<file path="src/rtl/bmqe_pkg.sv">
package bmqe_pkg;

    localparam int MAX_SIZE_DEF = 64;
    localparam int SIZE_W       = 7;
    localparam int IDX_W        = 6;
    localparam int CNT_W        = 13;
    localparam logic [CNT_W-1:0] COUNT_MAX = 13'h1FFF;

    typedef enum logic [2:0] {
        OP_CLEAR     = 3'd0,
        OP_WRITE     = 3'd1,
        OP_READ      = 3'd2,
        OP_COUNT     = 3'd3,
        OP_MAX_ROW   = 3'd4,
        OP_MAX_CHILD = 3'd5,
        OP_ROOT      = 3'd6,
        OP_ZERO_ROW  = 3'd7
    } t_op;

    // Controller to datapath.
    typedef struct packed {
        logic load;    // capture the transaction and clear accumulators
        logic clr;     // write a zero row at the scan address
        logic wr;      // read-modify-write finishes at the captured row
        logic rd;      // unused; the RAM read port always follows the scan address
        logic acc;     // fold in the registered read data
        logic first;   // accumulator pass takes the row of the captured node
    } t_cmd;

    typedef struct packed {
        logic last;    // scan address is at the final row in use
    } t_sts;

endpackage

</file>
<file path="src/rtl/bmqe_ram.sv">
module bmqe_ram #(
    parameter int WIDTH = 64,
    parameter int DEPTH = 64
) (
    input  logic                     i_clk,
    input  logic                     i_we,
    input  logic [$clog2(DEPTH)-1:0] i_waddr,
    input  logic [WIDTH-1:0]         i_wdata,
    input  logic [$clog2(DEPTH)-1:0] i_raddr,
    output logic [WIDTH-1:0]         o_rdata
);
    logic [WIDTH-1:0] r_mem [DEPTH];
    logic [WIDTH-1:0] r_rdata;

    always_ff @(posedge i_clk) begin
        if (i_we) begin
            r_mem[i_waddr] <= i_wdata;
        end
        r_rdata <= r_mem[i_raddr];
    end

    assign o_rdata = r_rdata;
endmodule

</file>
<file path="src/rtl/bmqe_datapath.sv">
module bmqe_datapath import bmqe_pkg::*; #(
    parameter int MAX_SIZE = MAX_SIZE_DEF
) (
    input  logic              i_clk,
    input  t_cmd              i_cmd,
    input  logic [SIZE_W-1:0] i_size,
    input  logic [2:0]        i_op,
    input  logic [IDX_W-1:0]  i_row,
    input  logic [IDX_W-1:0]  i_col,
    input  logic              i_bit,
    input  logic [$clog2(MAX_SIZE)-1:0] i_addr,
    input  logic [$clog2(MAX_SIZE)-1:0] i_addr_d,
    output t_sts              o_sts,
    output logic [IDX_W-1:0]  o_index,
    output logic              o_index_valid,
    output logic [CNT_W-1:0]  o_bit_count,
    output logic              o_answer_flag
);
    localparam int AW = $clog2(MAX_SIZE);
    localparam int PW = $clog2(MAX_SIZE + 1);
    localparam int NW = (SIZE_W > PW) ? SIZE_W : PW;

    logic [NW-1:0] n_use;
    logic [MAX_SIZE-1:0] colmask, rdata, wdata, masked;
    logic [PW-1:0] pop;
    logic [IDX_W-1:0] r_row, r_col;
    logic r_bit, r_rin, r_cin;
    t_op r_op;
    logic [MAX_SIZE-1:0] r_node;   // row of the queried node, in-range columns only
    logic [CNT_W-1:0] r_cnt;
    logic [IDX_W-1:0] r_idx;
    logic r_valid, r_colhit;
    logic [PW-1:0] r_pop;
    logic r_pop_v;
    logic [AW-1:0] r_pop_a;
    logic we;
    logic [AW-1:0] waddr;

    assign n_use = (NW'(i_size) > NW'(MAX_SIZE)) ? NW'(MAX_SIZE) : NW'(i_size);
    always_comb begin
        for (int i = 0; i < MAX_SIZE; i++) begin
            colmask[i] = (NW'(i) < n_use);
        end
    end
    assign o_sts.last = (NW'(i_addr) + NW'(1) >= n_use);

    bmqe_ram #(.WIDTH(MAX_SIZE), .DEPTH(MAX_SIZE)) u_ram (
        .i_clk  (i_clk),
        .i_we   (we),
        .i_waddr(waddr),
        .i_wdata(wdata),
        .i_raddr(i_addr),
        .o_rdata(rdata)
    );

    assign masked = rdata & colmask;
    // Population count is a row-wide adder tree; it is registered before use.
    always_comb begin
        pop = '0;
        for (int i = 0; i < MAX_SIZE; i++) begin
            pop = pop + PW'(masked[i]);
        end
    end

    always_comb begin
        wdata = rdata;
        wdata[AW'(r_col)] = r_bit;
        if (i_cmd.clr) begin
            wdata = '0;
        end
    end
    assign we    = i_cmd.clr || (i_cmd.wr && r_rin && r_cin);
    assign waddr = i_cmd.clr ? i_addr : AW'(r_row);

    always_ff @(posedge i_clk) begin
        r_pop   <= pop;
        r_pop_v <= i_cmd.acc;
        r_pop_a <= i_addr_d;
        if (i_cmd.load) begin
            r_op     <= t_op'(i_op);
            r_row    <= i_row;
            r_col    <= i_col;
            r_bit    <= i_bit;
            r_rin    <= (NW'(i_row) < n_use);
            r_cin    <= (NW'(i_col) < n_use);
            r_cnt    <= '0;
            r_idx    <= '0;
            r_valid  <= 1'b0;
            r_colhit <= 1'b0;
            r_node   <= '0;
        end else begin
            if (i_cmd.first) begin
                r_node <= masked;
            end
            if (i_cmd.acc && masked[AW'(r_row)]) begin
                r_colhit <= 1'b1;
            end
            if (r_pop_v) begin
                unique case (r_op)
                    OP_COUNT: begin
                        if ({1'b0, r_cnt} + (CNT_W+1)'(r_pop) > (CNT_W+1)'(COUNT_MAX)) begin
                            r_cnt <= COUNT_MAX;
                        end else begin
                            r_cnt <= r_cnt + CNT_W'(r_pop);
                        end
                    end
                    OP_MAX_ROW: begin
                        if (CNT_W'(r_pop) > r_cnt) begin
                            r_cnt   <= CNT_W'(r_pop);
                            r_idx   <= IDX_W'(r_pop_a);
                            r_valid <= 1'b1;
                        end
                    end
                    OP_MAX_CHILD: begin
                        if (r_rin && r_node[r_pop_a] && CNT_W'(r_pop) >= r_cnt) begin
                            r_cnt   <= CNT_W'(r_pop);
                            r_idx   <= IDX_W'(r_pop_a);
                            r_valid <= 1'b1;
                        end
                    end
                    default: ;
                endcase
            end
        end
    end

    always_comb begin
        o_index       = '0;
        o_index_valid = 1'b0;
        o_bit_count   = '0;
        o_answer_flag = 1'b0;
        unique case (r_op)
            OP_READ:      o_answer_flag = r_rin && r_cin && r_node[AW'(r_col)];
            OP_COUNT:     o_bit_count = r_cnt;
            OP_MAX_ROW, OP_MAX_CHILD: begin
                o_index       = r_idx;
                o_index_valid = r_valid;
                o_bit_count   = r_cnt;
            end
            OP_ROOT:      o_answer_flag = r_rin && !r_colhit && (r_node != '0);
            OP_ZERO_ROW:  o_answer_flag = !r_rin || (r_node == '0);
            default: ;
        endcase
    end
endmodule

</file>
<file path="config.mk">
export PLATFORM = sky130hd
export DESIGN_NAME = bmqe_datapath
export DESIGN_NICKNAME = d
export VERILOG_FILES = /design/src/rtl/bmqe_pkg.sv /design/src/rtl/bmqe_ram.sv /design/src/rtl/bmqe_datapath.sv
export SDC_FILE = /design/constraint.sdc
export NUM_CORES = 2
export LEC_CHECK = 0
export BUFFER_PORTS_ARGS = -buffer_cell sky130_fd_sc_hd__buf_2
export CAP_MARGIN = 20
export CORE_MARGIN = 10
export CORE_UTILIZATION = 35
export CTS_BUF_LIST = sky130_fd_sc_hd__clkbuf_4
export CTS_CLUSTER_DIAMETER = 30
export DETAILED_ROUTE_END_ITERATION = 6
export SETUP_SLACK_MARGIN = 0.05
export SLEW_MARGIN = 40
export SYNTH_ARGS = -nofsm -noshare
export SYNTH_HDL_FRONTEND = slang
export SYNTH_SLANG_ARGS = --single-unit
export TNS_END_PERCENT = 100
</file>
<file path="constraint.sdc">
create_clock -name i_clk -period 7.5 [get_ports i_clk]
set_input_delay 0.375 -clock i_clk [delete_from_list [all_inputs] [get_ports i_clk]]
set_output_delay 0.375 -clock i_clk [all_outputs]
set_load 0.02 [all_outputs]
</file>
# [Word level (Yosys, flattened, before mapping)]
# Memory sizes are Yosys's and may differ from the RTL's. A register that Yosys moved wholly into a read port is not among the register bits.
# Index checks and enable logic that the tools add are counted.
[classes] n_addsub=66 div=0 n_mux=28 n_reduce_logical=22 n_lt_le_gt_ge=75 n_bitwise=1 mul=0 shift=0 n_eq_ne=8
[ops] op="$add 7x1->7" n=57
[ops] op="$lt 6x7->1 const A" n=32
[ops] op="$lt 5x7->1 const A" n=16
[ops] op="$and 64x64->64" n=1
[ops] op="$bwmux 64" n=1
[ops] op="$logic_not 64->1" n=1
[ops] op="$mux 64" n=1
[ops] op="$reduce_bool 64->1" n=1
[ops] op="$lt 4x7->1 const A" n=8
[ops] op="$mux 13" n=4
[ops] op="$pmux 13 s3" n=1
[ops] op="$lt 3x7->1 const A" n=4
[ops] op="$mux 6" n=4
[ops] op="$lt 6x7->1 const B" n=3
[ops] op="$bmux 1 s6" n=3
[ops] op="$add 13x7->14" n=1
[ops] op="$gt 14x13->1 const B" n=1
[ops] op="$lt 1x7->1 const A" n=2
[ops] op="$lt 2x7->1 const A" n=2
[ops] op="$lt 6x7->1" n=2
[ops] op="$add 13x7->13" n=1
[ops] op="$ge 7x13->1" n=1
[ops] op="$gt 7x13->1" n=1
[ops] op="$eq 3x3->1 const B" n=4
[ops] op="other kinds (26)" n=48
[word_totals] out_inout_bits=22 reg_bits=117 n_memories=1 ram_bits=4096 elab_cells=215 latch_bits=0 input_bits=42 rom_bits=0
[memory_table] name="u_ram.r_mem" depth=64 word_bits=64 read_ports=1 rd_clocked_by_memory_dff=1 wr=1 line_no="bmqe_ram.sv:12" text="logic [WIDTH-1:0] r_mem [DEPTH];"

# [Depth between registers and ports, before layout]
[logic_depth] depth_word=67 depth_mapped=26 ltp_nobuf=23

# [By module]
# A second synthesis with hierarchy kept.
[hier_totals] cells_unflattened=7973 area_unflattened_um2=167408.1
[by_module_without_submodules] mod="bmqe_ram" cells_each=6598 area_each_um2=156348.7 seq_area_each_um2=124279.2 n_inst=1
[by_module_without_submodules] mod="bmqe_datapath" cells_each=1375 area_each_um2=11059.4 seq_area_each_um2=2522.4 n_inst=1

# [Worst setup path after synthesis]
# OpenSTA, ideal clock, no wires.
[synth_path] path_kind="input to register" from="in i_size[6]" to="reg r_pop[5]" required_ps=7428 path_buffers=1 arrival_ps=6659 setup_slack_ps=770 path_stages=22 path_cell_list="buf_2 -> or3_1 -> or2_2 -> o21ai_0 -> fa_1 -> xnor2_1 -> ha_1 -> a21o_1 -> fa_1 -> fa_1 -> fa_1 -> fa_1 -> fa_1 -> inv_1 -> fa_1 -> inv_1 -> ha_1 -> a21o_1 -> a21oi_1 -> o21bai_1 -> a21oi_1 -> xor2_1"
[synth_via] elab_chain_cells=67
[synth_lines] element="from (decl)" line_no="bmqe_datapath.sv:6" text="input logic [SIZE_W-1:0] i_size,"
[synth_lines] element="$gt 7x7->1" line_no="bmqe_datapath.sv:39" text="assign n_use = (NW'(i_size) > NW'(MAX_SIZE)) ? NW'(MAX_SIZE) : NW'(i_size);"
[synth_lines] element="$mux 7 *" line_no="bmqe_datapath.sv:39"
[synth_lines] element="$lt 1x7->1" line_no="bmqe_datapath.sv:42" text="colmask[i] = (NW'(i) < n_use);"
[synth_lines] element="$and 64x64->64 *" line_no="bmqe_datapath.sv:56" text="assign masked = rdata & colmask;"
[synth_lines] element="$add 1x1->2" line_no="bmqe_datapath.sv:61" text="pop = pop + PW'(masked[i]);"
[synth_lines] element="$add 2x1->3" line_no="bmqe_datapath.sv:61"
[synth_lines] element="$add 3x1->4" line_no="bmqe_datapath.sv:61"
[synth_lines] element="$add 4x1->5" line_no="bmqe_datapath.sv:61"
[synth_lines] element="$add 5x1->6" line_no="bmqe_datapath.sv:61"
[synth_lines] element="$add 6x1->7" line_no="bmqe_datapath.sv:61"
[synth_lines] element="$add 7x1->7 (56 in series)" line_no="bmqe_datapath.sv:61"
[synth_lines] element="$add 7x1->7 *" line_no="bmqe_datapath.sv:61"
[synth_lines] element="named net pop[5]" line_no="bmqe_datapath.sv:25" text="logic [PW-1:0] pop;"
[synth_lines] element="to (signal assigned)" line_no="bmqe_datapath.sv:76" text="r_pop <= pop;"
[synth_lines] element="to (decl)" line_no="bmqe_datapath.sv:33" text="logic [PW-1:0] r_pop;"
# The timed path passes the listed nets; every way through them passes the cells marked *.
# A chain may end at the register's enable or synchronous reset.

# [Final worst setup path]
[layout_path] from="in i_size[6]" to="reg r_pop[4]"
# Same word-level chain as after synthesis.

==> metrics.yaml <==
drive_gt1_share_pct: 39.81
worstHoldEndpoint: "r_bit"
cp-startpoint: "i_size[6]"
finalPower_uw: 57120
status: "complete, no violations"
ff2ff_setup_slack_ps: 850
place_congestion: 0.9272
p_leak_uw: 0.06244
clock-skew-final_ps: 248.3
grtUsageTotal_pct: 20.22
yosys_register_bits: 4277
die_x_um: 710.9
crit_top_cell: "fa_1"
cp_slowest_cell: "dlygate4sd3_1"
gr-total-overflow: 0
fmax_mhz: 139.3
setup_viol: 0
num_io_pins: 64
crit_family: "adder cells"
wire_per_inst_um: 33.10
initial_core_util_pct: 35.16
yosysWarningCount: 0
rows: 253
min_period_over_period_pct: 95.70
via_count: 88450
slew_violations: 0
period_minus_slack_ps: 7177
r2r-start: "u_ram.o_rdata[35]"
min_from: "i_bit"
first_global_vias: 90130
root_buffer: "clkbuf_4"
synth_edf_count: 4114
dpl.cell_count: 13660
cap_violations: 0
post_cts_buffers: 0
nFillCells: 41740
drtIter0Drc: 11770
crit_fanout: 34
place_hpwl_um: 282400
die_height_um: 710.9
seq_area_frac_synth_pct: 75.91
p_int_uw: 41930
power_density_nw_per_um2: 294.5
cp.required_ps: 8960
async_flop_share_pct: 0
cts_resized: 0
numCtsBuffers: 1194
end_kind: "flop"
antenna_found_initial: 53
clk-insertion-delay-late_ps: 1760
comb_power_share_pct: 17.3
slowest_delay_ps: 680
slew_headroom_pct: 22.97
p_sw_share_pct: 26.60
grt_max_degree: 110
dieArea_um2: 505300
r2r-end: "r_pop[4]"
syn_to_final_growth_pct: 16.10
netlist_area_um2: 167100
path_class: "input pin to flop"
nets: 8745
grt_pass1_wl_um: 716200
cts_max_path_buffers: 5
port_buffers: 62
p_sw_uw: 15190
crit_buf_inv: 9
cts.reportedPaths.clkPinSlew_ps: 60
cp-start-kind: "input pin"
ir_drop_uv: 1701
setup_tns_ps: 0
htreeDepth: 7
drc_errors: 0
min_path_type: "input pin to flop"
seqPwrFrac_pct: 47.7
avgSynthCellArea_um2: 22.96
ys.flop_type: "edfxtp_1"
pwr-share-clk_pct: 35.0
syn_inst: 7277
routed_wl_um: 520500
yosysUniqueCellTypes: 77
tightest_slew_ps: 1155
hold_viol: 0
core_region_area_um2: 475100
dr.pass1.iters: 6
syn_nets: 7419
cts.sinks: 4277
cp.arrival_ps: 8640
via_per_inst: 5.624
ff2ff_path_depth: 23
cts_tree: "built"
grt_setup_unrepaired: "false"
instances_no_fill: 15730
holdPathStages: 3
ant_nets: 0
Yosys cell counts, drive strengths merged (46+ instances only):
master  instances  area [um2]
buf           137       653.1
edfxtp       4114      123500
nand2          97       364.1
dfxtp         163        3263
nor2          196       735.7
fa             54        1081
mux4         1361       30670
o21ai         109       545.5
inv           108       405.4
a21oi         129       649.4
mux2i          68       680.7
ha             46       575.6
clkbuf        274        1028
nand3         104       520.5
registers in the layout, summed over array words and instances, names as in the netlist, 3 cells and up:
name	count
r_pop	7
u_ram.r_mem	4096
u_ram.o_rdata	64
r_cnt	13
r_node	64
r_col	6
r_row	6
r_pop_a	6
r_idx	6
r_op	3
layout make-up:
type	instances	area (um2)	area share (%)
clock inverters	264	1580	0.8148
inverters	108	405.4	0.2090
clock buffers	1640	12310	6.348
multi-input cells	2481	39430	20.33
diodes	41	102.6	0.05290
well taps	6375	7976	4.113
repair buffers	541	5335	2.751
flip-flops and latches	4277	126800	65.38
worst max-delay path by stage:
stage                           to  cells after the start
after global placement    r_pop[5]                     25
after global routing      r_pop[4]                     26
final                     r_pop[4]                     26
after CTS                 r_pop[4]                     26
after floorplan           r_pop[5]                     22
after detailed placement  r_pop[5]                     25
per-stage QoR:
| step | hold slack [ps] | setup WS, ps | area, um2 | utilization [%] |
|---|---|---|---|---|
| after floorplan | 402.7 | 769.5 | 167100 | - |
| after global placement | 439.9 | 186.4 | 177900 | 37.45 |
| after detailed placement | 449.9 | 324.8 | 178600 | 37.59 |
| after CTS | 3.260 | 603.7 | 193700 | 40.76 |
| after global routing | 107.4 | 215.9 | 193900 | 40.80 |
| final | 177.6 | 322.6 | 193900 | 40.82 |
timing repair:
| action | 4_1_cts | 5_1_grt |
|---|---|---|
| endpoints found under the setup margin | 0 | 0 |
| endpoints found under the hold margin | 2840 | 0 |
| hold buffers | 111 | 0 |
layer usage:
layer | vias up | track usage (%) | wire (um)
met5 | - | 0 | 88
li1 | 34430 | - | -
met4 | 14 | 8.524 | 18400
met1 | 47650 | 27.16 | 205000
met2 | 5357 | 31.69 | 248000
met3 | 1003 | 4.797 | 49010
worst reg2reg max path, stage by stage, from the launching register on:
cell	delay, ps
dfxtp_1	320
nand2_1	50
a21oi_1	40
dlygate4sd3_1	550
buf_4	160
fa_1	540
inv_1	60
fa_1	520
fa_1	500
inv_1	70
fa_1	480
inv_1	50
fa_1	350
inv_1	90
fa_1	450
fa_1	560
inv_1	60
fa_1	510
buf_4	160
fa_1	450
inv_1	90
a21oi_1	70
o21bai_1	210
xor2_1	150
kinds of logic after synthesis:
kind of cell,after synthesis,share of synthesized area [%]
adders and majority gates,101,0.9977
buffers and inverters,519,1.249
xor gates and xnor gates,13,0.06816
AOI/OAI and AO/OA,387,1.435
DFF,4277,75.91
and+or+nand+nor,548,1.559
muxes,1432,18.79
layout by cell type (no fill, tap or decap), types with 107 or more instances in the layout:
cell type / synthesis / final
buf_4: 1 / 275
clkbuf_4: 0 / 1640
clkinv_1: 0 / 161
dfxtp_1: 163 / 162
dlygate4sd3_1: 0 / 107
edfxtp_1: 4114 / 4114
inv_1: 108 / 108
mux4_2: 1357 / 1357
nor2_1: 196 / 128
o21ai_0: 107 / 107
power groups by stage:
stage               Sequential [uW]  Combinational, uW  Clock, uW
finish                        27200               9890      20000
global route                  27200              10700      21800
CTS                           27200               9940      20500
detailed placement            27700               9840          0
floorplan                     27700               6550          0
global placement              27700              10300          0
Power figures use the tool's default switching activity.
