### config.mk
export PLATFORM = sky130hd
export DESIGN_NAME = bmqe_ctrl
export DESIGN_NICKNAME = d
export VERILOG_FILES = /design/src/rtl/bmqe_pkg.sv /design/src/rtl/bmqe_ctrl.sv
export SDC_FILE = /design/constraint.sdc
export NUM_CORES = 1
export LEC_CHECK = 0
export BUFFER_PORTS_ARGS = -buffer_cell sky130_fd_sc_hd__buf_2
export CAP_MARGIN = 10
export CORE_MARGIN = 2
export CORE_UTILIZATION = 50
export DETAILED_ROUTE_END_ITERATION = 8
export GPL_TIMING_DRIVEN = 0
export PLACE_DENSITY_LB_ADDON = 0.2
export SKIP_LAST_GASP = 1
export SYNTH_ARGS = -nofsm -noshare
export SYNTH_HDL_FRONTEND = slang
export SYNTH_SLANG_ARGS = --single-unit
### constraint.sdc
create_clock -name i_clk -period 1.4 [get_ports i_clk]
set_input_delay 0.21 -clock i_clk [delete_from_list [all_inputs] [get_ports i_clk]]
set_output_delay 0.21 -clock i_clk [all_outputs]
set_load 0.05 [all_outputs]
### src/rtl/bmqe_pkg.sv
package bmqe_pkg;

    localparam int MAX_SIZE_DEF = 64;
    localparam int SIZE_W       = 7;
    localparam int IDX_W        = 6;
    localparam int CNT_W        = 13;
    localparam logic [CNT_W-1:0] COUNT_MAX = 13'h1FFF;

    typedef enum logic [2:0] {
        OP_CLEAR     = 3'd0,
        OP_WRITE     = 3'd1,
        OP_READ      = 3'd2,
        OP_COUNT     = 3'd3,
        OP_MAX_ROW   = 3'd4,
        OP_MAX_CHILD = 3'd5,
        OP_ROOT      = 3'd6,
        OP_ZERO_ROW  = 3'd7
    } t_op;

    // Controller to datapath.
    typedef struct packed {
        logic load;    // capture the transaction and clear accumulators
        logic clr;     // write a zero row at the scan address
        logic wr;      // read-modify-write finishes at the captured row
        logic rd;      // unused; the RAM read port always follows the scan address
        logic acc;     // fold in the registered read data
        logic first;   // accumulator pass takes the row of the captured node
    } t_cmd;

    typedef struct packed {
        logic last;    // scan address is at the final row in use
    } t_sts;

endpackage

### src/rtl/bmqe_ctrl.sv
module bmqe_ctrl import bmqe_pkg::*; #(
    parameter int MAX_SIZE = MAX_SIZE_DEF
) (
    input  logic       i_clk,
    input  logic       i_rst_n,
    input  logic       i_valid,
    input  logic [2:0] i_op,
    input  logic [IDX_W-1:0] i_row,
    input  logic       i_out_ready,
    input  t_sts       i_sts,
    output logic       o_ready,
    output logic       o_out_valid,
    output t_cmd       o_cmd,
    output logic [$clog2(MAX_SIZE)-1:0] o_addr,
    output logic [$clog2(MAX_SIZE)-1:0] o_addr_d
);
    localparam int AW = $clog2(MAX_SIZE);

    typedef enum logic [2:0] {
        S_IDLE, S_NODE, S_SCAN, S_DRAIN, S_CLEAR, S_WRITE, S_DONE
    } t_state;

    t_state r_state, n_state;
    logic [AW-1:0] r_addr, n_addr, r_addr_d;
    logic [1:0] r_drain, n_drain;
    logic r_out_valid, n_out_valid;
    logic acc_q;
    t_op op;

    assign op = t_op'(i_op);
    assign o_ready = (r_state == S_IDLE) && !r_out_valid;

    always_comb begin
        n_state = r_state;
        n_addr = r_addr;
        n_drain = r_drain;
        n_out_valid = r_out_valid && !i_out_ready;
        o_cmd = '0;
        acc_q = 1'b0;
        unique case (r_state)
            S_IDLE: begin
                if (i_valid && o_ready) begin
                    o_cmd.load = 1'b1;
                    n_addr = '0;
                    unique case (op)
                        OP_CLEAR: n_state = S_CLEAR;
                        OP_WRITE: begin
                            n_addr = AW'(i_row);
                            n_state = S_WRITE;
                        end
                        OP_COUNT, OP_MAX_ROW: n_state = S_SCAN;
                        default: begin
                            n_addr = AW'(i_row);
                            n_state = S_NODE;
                        end
                    endcase
                end
            end
            S_CLEAR: begin
                o_cmd.clr = 1'b1;
                n_addr = r_addr + AW'(1);
                if (r_addr == AW'(MAX_SIZE - 1)) begin
                    n_state = S_DONE;
                end
            end
            S_WRITE: begin
                // Read is in flight; next cycle finishes the update.
                n_state = S_DRAIN;
                n_drain = 2'd3;
            end
            S_NODE: begin
                n_addr = '0;
                n_drain = 2'd0;
                n_state = S_DRAIN;
            end
            S_SCAN: begin
                acc_q = 1'b1;
                n_addr = r_addr + AW'(1);
                if (i_sts.last) begin
                    n_addr = r_addr;
                    n_drain = 2'd1;
                    n_state = S_DRAIN;
                end
            end
            S_DRAIN: begin
                unique case (r_drain)
                    2'd0: begin
                        // Node row is on the RAM output now.
                        o_cmd.first = 1'b1;
                        n_state = S_SCAN;
                    end
                    2'd1: begin
                        o_cmd.acc = 1'b1;
                        n_drain = 2'd2;
                    end
                    2'd2: n_state = S_DONE;
                    default: begin
                        o_cmd.wr = 1'b1;
                        n_state = S_DONE;
                    end
                endcase
            end
            S_DONE: begin
                n_out_valid = 1'b1;
                n_state = S_IDLE;
            end
            default: n_state = S_IDLE;
        endcase
        if (r_state == S_SCAN && r_addr != '0) begin
            o_cmd.acc = 1'b1;
        end
        if (r_state == S_SCAN && r_addr == '0 && acc_q) begin
            o_cmd.acc = 1'b0;
        end
    end

    always_ff @(posedge i_clk) begin
        if (!i_rst_n) begin
            r_state <= S_IDLE;
            r_addr <= '0;
            r_drain <= '0;
            r_out_valid <= 1'b0;
            r_addr_d <= '0;
        end else begin
            r_state <= n_state;
            r_addr <= n_addr;
            r_drain <= n_drain;
            r_out_valid <= n_out_valid;
            r_addr_d <= r_addr;
        end
    end

    assign o_addr = r_addr;
    assign o_addr_d = r_addr_d;
    assign o_out_valid = r_out_valid;
endmodule

### Word level (Yosys, flattened, before mapping)

Index checks and enable logic that the tools add are counted.

* register bits: 18

* add/sub/neg operators: 1
* eq/ne operators: 18
* multiplexer cells: 25
* reductions and logical operators: 22

Operators by type and width (count)
* one-hot mux 6 bit (4 select lines): 1
* 2-to-1 mux 6 bit: 3
* one-hot mux 3 bit (5 select lines): 1
* equality test 3 bit (second input constant): 4
* 2-to-1 mux 1 bit: 11
* inequality test 2 bit (second input constant): 5
* equality test 3 x 2 -> 1 bit (second input constant): 3
* 2-to-1 mux 3 bit: 3
* one-hot mux 3 bit (3 select lines): 1
* one-hot mux 2 bit (4 select lines): 1
* nonzero test 4 bit: 2
* adder 6 x 1 -> 6 bit (second input constant): 1
* equality test 3 x 1 -> 1 bit (second input constant): 2
* equality test 6 bit (second input constant): 1
* logical AND 1 bit: 6
* zero test 3 bit: 2
* zero test 6 bit: 1
* 2-to-1 mux 2 bit: 3
* one-hot mux 3 bit (2 select lines): 1
* AND reduction 3 bit: 2
* nonzero test 6 bit: 1
* OR reduction 3 bit: 2
* AND reduction 4 bit: 1
* OR reduction 2 bit: 2
* other kinds (5): 6

### Longest topological paths before layout

Gate-level depths: netlist of the first run.

* depth in word-level cells: 5
* depth in mapped cells: 7

### Worst setup path before layout of the first run

OpenSTA, ideal clock, no wires.

* path type: register -> output
* from: reg r_state[2]
* to: out o_cmd[5] in the netlist's numbering
* data arrival time: 2.729 ns
* required time: 1.190 ns
* setup slack: -1.539 ns
* stages on the path, launching flop included: 4
* path buffers: 1
* cells stage by stage: dfxtp_1 buf_4 nor4_1 and2_1

RTL lines
* start: declaration: line bmqe_ctrl.sv:23 `t_state r_state, n_state;`
* start signal: assignment: line bmqe_ctrl.sv:125 `r_state <= n_state;`
* end: declaration: line bmqe_ctrl.sv:13 `output t_cmd o_cmd,`

==> run summary, run 1 <==
status: complete, but fails checks
failing checks: negative setup slack
GRT Total Usage: 0.269
initial core utilization: 0.541
Post-synth EDFFs: 0
crit-path max FO: 5
dpl ws: -0.118 ns
RSZ-0062 raised after global routing: yes
placer congestion estimate: 0.878
cell taking the most area after synthesis: dfxtp_1
maximum buffer depth of the clock tree: 2
Root Buffer: clkbuf_4
CP required: 1.19 ns
synthesis-to-layout area growth: 58.5%
pin count of the biggest net entering global routing: 11
Skew-Pair Late Insertion Delay: 0.30 ns
post-synthesis net count: 148
placed insts: 191
Max rail drop VDD: 0.00123 V
global-route wire length before repair: 5280 um
CP Data Arrival Time: 1.42 ns
DRT Pass-1 Iters: 5
core area: 2000 um^2
clk slew on worst S/H paths: 0.11 ns
critical path class: reg2out
Post-DP Area: 1370 um^2
Via density: 6.30
Worst R2R Path Depth: 6
drc violations: 0
Synth area leaders: dfxtp_1 (33%), nand2_1 (3.8%), nor2_1 (3.5%)
Filler cells: 110
Die Ht: 50.6 um
H-tree Lvls: 1
Clock Sinks: 18
register area share after synthesis: 0.333
layout cells sized above 1: 0.536
wire per inst: 19.1 um
Synth Cell Area: 1080 um^2
Top Ports: 34
leakage: 0.736 nW
Final setup viols: 12
Hold Path Depth: 3
CTS tree: yes
Detail Route Antenna Nets: 0
YS warnings: 0
Routed WL: 4010 um
hpwl dp: 2130 um
fin. max-slew vios: 0
Util after Layout: 0.858
Die X: 50.6 um
setup TNS: -1.68 ns
Final min period: 1.63 ns
top_reg_cell synth: dfxtp_1
Achievable Freq: 614 MHz
Yosys cell types: 48
gr ovfl total: 0
die area: 2560 um^2
FF+latch count, synth: 18
cells after synthesis: 132
I/O Buffers: 32
Power Dens Cells: 1610 nW/um^2
Avg Inst Size Synth: 8.21 um^2
worst-case setup margin in the final layout: -0.230 ns
CTS Hold Bufs: 0
number of buffers created by CTS: 3
hold crit path type: in2reg
number of max-cap violations: 0
final instance area: 1720 um^2
share of the synthesized area in the top cell type: 0.333
Final Hold Fails: 0
Final period util: 1.16
slew margin rel.: 0.665
CP endpoint kind: output pin
vias in the first global route: 1137
diodes inserted: 0
fin nets: 200
Worst Skew: 0.00730 ns
CP Launch Type: flip-flop
DRT iter0 DRCs: 68
FFs w/ async S/R, synth: 0
initial antenna violation count: 0
DR vias: 1324
post-route insts no fill: 210
Placement Rows: 16
Least-Margin Pin Slew: 0.499 ns
## worst max-delay path, stage by stage, from the launching register on
cell and delay, ns:
dfxtp_4 0.38, buf_8 0.13, nor4_4 0.27, and2_4 0.19, buf_8 0.14
## cells in the mapped netlist, types with 2 or more instances
cell type,n
nand2_1,11
inv_1,6
and2_1,5
a32oi_1,4
nor2_1,10
a211o_1,2
o31ai_1,3
a21o_1,2
dfxtp_1,18
o21a_1,2
o22ai_1,4
xnor2_1,2
buf_4,2
nor3_1,3
o221a_1,2
nand3_1,6
nor4_1,2
inv_2,4
a31oi_1,2
o211ai_1,4
o21ai_1,2
buf_2,2
o21ai_0,2
a21oi_1,5
buf_6,2
ha_1,2
a22oi_1,2
## layout make-up
type	count	area [um^2]	share of cell area
Timing Repair Buffer	48	340	0.198
Tap cell	27	33.8	0.0197
Multi-Input combinational cell	97	803	0.468
Buffer	6	67.6	0.0393
Clock buffer	4	36.3	0.0211
Inverter	10	47.5	0.0277
Sequential cell	18	389	0.227
## layout by cell type, fill, tap and decap left out, drive strengths merged, types with 3 or more instances in the layout
master / instances
inv: 9
o211ai: 4
buf: 53
clkbuf: 5
nand2: 11
a32oi: 4
nor3: 3
o21ai: 5
a21oi: 6
and2: 5
dfxtp: 18
nor2: 11
o22ai: 4
nand3: 7
o31ai: 3
## power breakdown
group          total [mW]  switching [mW]  internal (mW)  leakage [nW]
registers           0.758           0.132          0.625         0.153
logic                1.67           0.980          0.690         0.562
clock network       0.332           0.173          0.159        0.0210
total                2.76            1.29           1.47         0.736
## flip-flops by register name, indices dropped and copies added, names as in the netlist
signal       flops
o_addr           6
o_addr_d         6
r_state          3
r_drain          2
o_out_valid      1
## what timing repair did
action | CTS | global route
resized for setup | 35 | 22
pin swaps | 10 | 10
buffers inserted | 7 | 9
setup endpoints to repair | 10 | 15
## per-stage QoR
step | power [mW] | hold slack (ns)
finish | 2.76 | 0.170
global route | 2.87 | 0.185
CTS | 2.47 | 0.175
detailed placement | 1.95 | 0.494
global placement | 1.93 | 0.488
floorplan | 1.70 | 0.326
## cells by family (layout without fill, tap and decap cells)
| kind of cell | Yosys count | count (layout) | share of synthesized area |
|---|---|---|---|
| compound gates | 44 | 44 | 0.313 |
| xor+xnor | 2 | 2 | 0.0162 |
| fa+ha+maj | 2 | 2 | 0.0231 |
| buf+inv | 17 | 68 | 0.0820 |
| flops | 18 | 18 | 0.333 |
| other cells | 1 | 1 | 0.00346 |
| simple gates | 48 | 48 | 0.230 |
## metal layers
layer,part of all wire,global-route usage
met2,0.49,0.452
met3,0.11,0.0565
met4,0.036,0.0721
met1,0.37,0.348
met5,0,0
## worst paths after layout
path / from / endpoint / slack (ns)
min reg2reg: o_addr[4]$_SDFFE_PN0P_ / o_addr_d[4]$_SDFF_PN0_ / 0.55
max reg2reg: r_state[1]$_SDFFE_PN0P_ / o_addr[2]$_SDFFE_PN0P_ / -0.20
min: i_row[5] / o_addr[5]$_SDFFE_PN0P_ / 0.17
max: r_state[1]$_SDFFE_PN0P_ / o_cmd[5] / -0.23
No activity file was read; power rests on OpenSTA's default activity.
==> run 2, diff against run 1 <==
Settings changed: PLACE_DENSITY set to 0.78, PLACE_DENSITY_LB_ADDON 0.2 to unset.
==> run 2 against run 1 <==
Compared with the run above:
- the flow still finishes with violations (negative setup slack)
- maximum frequency increased by 2.3%
- combinational power barely moved
- final area is 0.15% higher
- flip-flop and latch count stayed put
- via count is 1.6% higher
- clock skew decreased by 0.0041 ns
- sequential power grew 2%
- power fell by 1.1%
- routed wire length down 1.0%
- global-route usage is 2.5 points higher
- clock power down 20%
- largest power group unchanged
==> run summary, run 2 (synthesis gave the netlist of run 1 again) <==
dpl ws: -0.106 ns (+0.0124 ns)
Least-Margin Pin Slew: 0.580 ns (+0.0813 ns)
number of max-cap violations: 0 (unchanged)
drc violations: 0 (unchanged)
met1 GRT Util: 0.381 (+0.0340)
Via density: 6.40 (+1.6%)
Achievable Freq: 628 MHz (+2.3%)
Clock Sinks: 18 (unchanged)
placed insts: 191 (unchanged)
Power Dens Cells: 1590 nW/um^2 (-1.3%)
Placement Rows: 16 (unchanged)
Worst R2R Setup Slack: -0.08 ns (+0.12 ns)
Final setup viols: 12 (unchanged)
DR vias: 1345 (+1.6%)
M3 GR Usage: 0.0357 (-0.0208)
DRT Pass-1 Iters: 5 (unchanged)
fin nets: 200 (unchanged)
GRT Total Usage: 0.294 (+0.0252)
commonest non-fill, non-tap cell in the layout: buf_2
maximum buffer depth of the clock tree: 2 (unchanged)
gr ovfl total: 0 (unchanged)
layout cells sized above 1: 0.541 (+0.00546)
crit-path max FO: 7 (+2)
Gate power share: 0.618 (+0.013)
Worst Skew: 0.00324 ns (-0.00406 ns)
Top Ports: 34 (unchanged)
failing checks: negative setup slack
Final Hold Fails: 0 (unchanged)
synthesis-to-layout area growth: 58.8%
Switching Share: 0.471 (+0.00484)
Filler cells: 109 (-0.91%)
Post-DP Area: 1370 um^2 (unchanged)
M2 GR Usage: 0.504 (+0.0526)
gr busiest metal: met2
die area: 2560 um^2 (unchanged)
CP Launch Type: flip-flop
initial core utilization: 0.541 (unchanged)
initial antenna violation count: 0 (unchanged)
status: complete, but fails checks
Crit path buffers/inverters: 2 (unchanged)
critical path's largest stage delay: 0.38 ns (about the same)
vias in the first global route: 1170 (+2.9%)
CTS Hold Bufs: 0 (unchanged)
post-route insts no fill: 210 (unchanged)
critical path class: reg2out
diodes inserted: 0 (unchanged)
core area: 2000 um^2 (unchanged)
Routed WL: 3970 um (-1.0%)
H-tree Lvls: 1 (unchanged)
Max rail drop VDD: 0.00126 V (+2.5%)
CP Cell Sequence: buf_6 > nor4_4 > and2_4 > buf_8
leakage: 0.732 nW (-0.53%)
Min Hold Slack: 0.181 ns (+0.0102 ns)
DRT iter0 DRCs: 113 (+66%)
Die X: 50.6 um (unchanged)
Detail Route Antenna Nets: 0 (unchanged)
slew margin rel.: 0.613 (-0.0518)
Tot Pwr: 2.73 mW (-1.1%)
Die Ht: 50.6 um (unchanged)
number of buffers created by CTS: 3 (unchanged)
Skew-Pair Late Insertion Delay: 0.29 ns (about the same)
CP max stage cell: dfxtp_4
final instance area: 1720 um^2 (+0.15%)
Sequential Power Share: 0.284 (+0.009)
net switching power: 1.28 mW (-0.12%)
clock power share: 0.098 (-0.022)
fin. max-slew vios: 0 (unchanged)
global-route wire length before repair: 5680 um (+7.6%)
Final period util: 1.14 (-0.0263)
Final min period: 1.59 ns (-0.0368 ns)
wire per inst: 18.9 um (-1.0%)
CTS tree: yes
CP Data Arrival Time: 1.38 ns (-0.04 ns)
clk slew on worst S/H paths: 0.10 ns (about the same)
placer congestion estimate: 0.861 (-2.0%)
Root Buffer: clkbuf_4
CP delay by family, top: simple AND/OR/NAND/NOR gates
CP endpoint kind: output pin
worst-case setup margin in the final layout: -0.193 ns (+0.0368 ns)
hpwl dp: 2190 um (+3.0%)
CP required: 1.19 ns (about the same)
pin count of the biggest net entering global routing: 11 (unchanged)
most frequent cells in the layout: buf_2 (27), buf_4 (12), nand2_1 (10), buf_6 (9), nor2_1 (8)
RSZ-0062 raised after global routing: yes
I/O Buffers: 32 (unchanged)
hold crit path type: in2reg
Int Power: 1.44 mW (-2.0%)
-- run 2: cell type report --
class	count	area, um^2	share of cell area
plain buffers	6	63.8	0.0371
clock buffers	3	22.5	0.0131
clock inverters	1	3.75	0.00218
inverters	10	40.0	0.0233
multi-input cells	97	821	0.477
flip-flops and latches	18	389	0.226
well taps	27	33.8	0.0196
repair buffers	48	347	0.201
-- run 2: repair_timing --
item,4_1_cts,5_1_grt
setup buffers,10,6
gates resized for setup,38,13
setup endpoints to repair,10,16
pin swaps,10,6
-- run 2: worst reg2reg max path: stages (launching register included) --
cell and delay, ns:
dfxtp_4 0.38, buf_4 0.14, xnor2_1 0.37, nor2_2 0.16, a32oi_1 0.21, o22ai_1 0.10
-- run 2: through the flow --
step                       util  TNS (ns)
after floorplan               -     -1.18
after global placement    0.682    -0.198
after detailed placement  0.682    -0.257
after CTS                 0.806    -0.892
after global routing      0.859     -1.89
final                     0.859     -1.16
-- run 2: final timing paths --
kind / from / cells after the start / to
worst min register to register: o_addr[2]$_SDFFE_PN0P_ / 2 / o_addr_d[2]$_SDFF_PN0_
worst max register to register: r_state[1]$_SDFFE_PN0P_ / 5 / o_addr[3]$_SDFFE_PN0P_
worst min-delay path: i_row[5] / 3 / o_addr[5]$_SDFFE_PN0P_
worst max-delay path: r_state[0]$_SDFFE_PN0P_ / 4 / o_cmd[5]
-- run 2: power groups by stage --
stage,clock (mW),combinational [mW],sequential (mW)
global placement,0,1.20,0.738
global route,0.292,1.76,0.782
CTS,0.265,1.48,0.738
floorplan,0,0.770,0.931
finish,0.267,1.69,0.776
detailed placement,0,1.21,0.742
-- run 2: routing by layer --
metal  share of wire  vias to the layer above
met5               0                        -
met4           0.034                        0
met3           0.084                       22
met2            0.48                      112
met1            0.40                      616
li1                -                      595
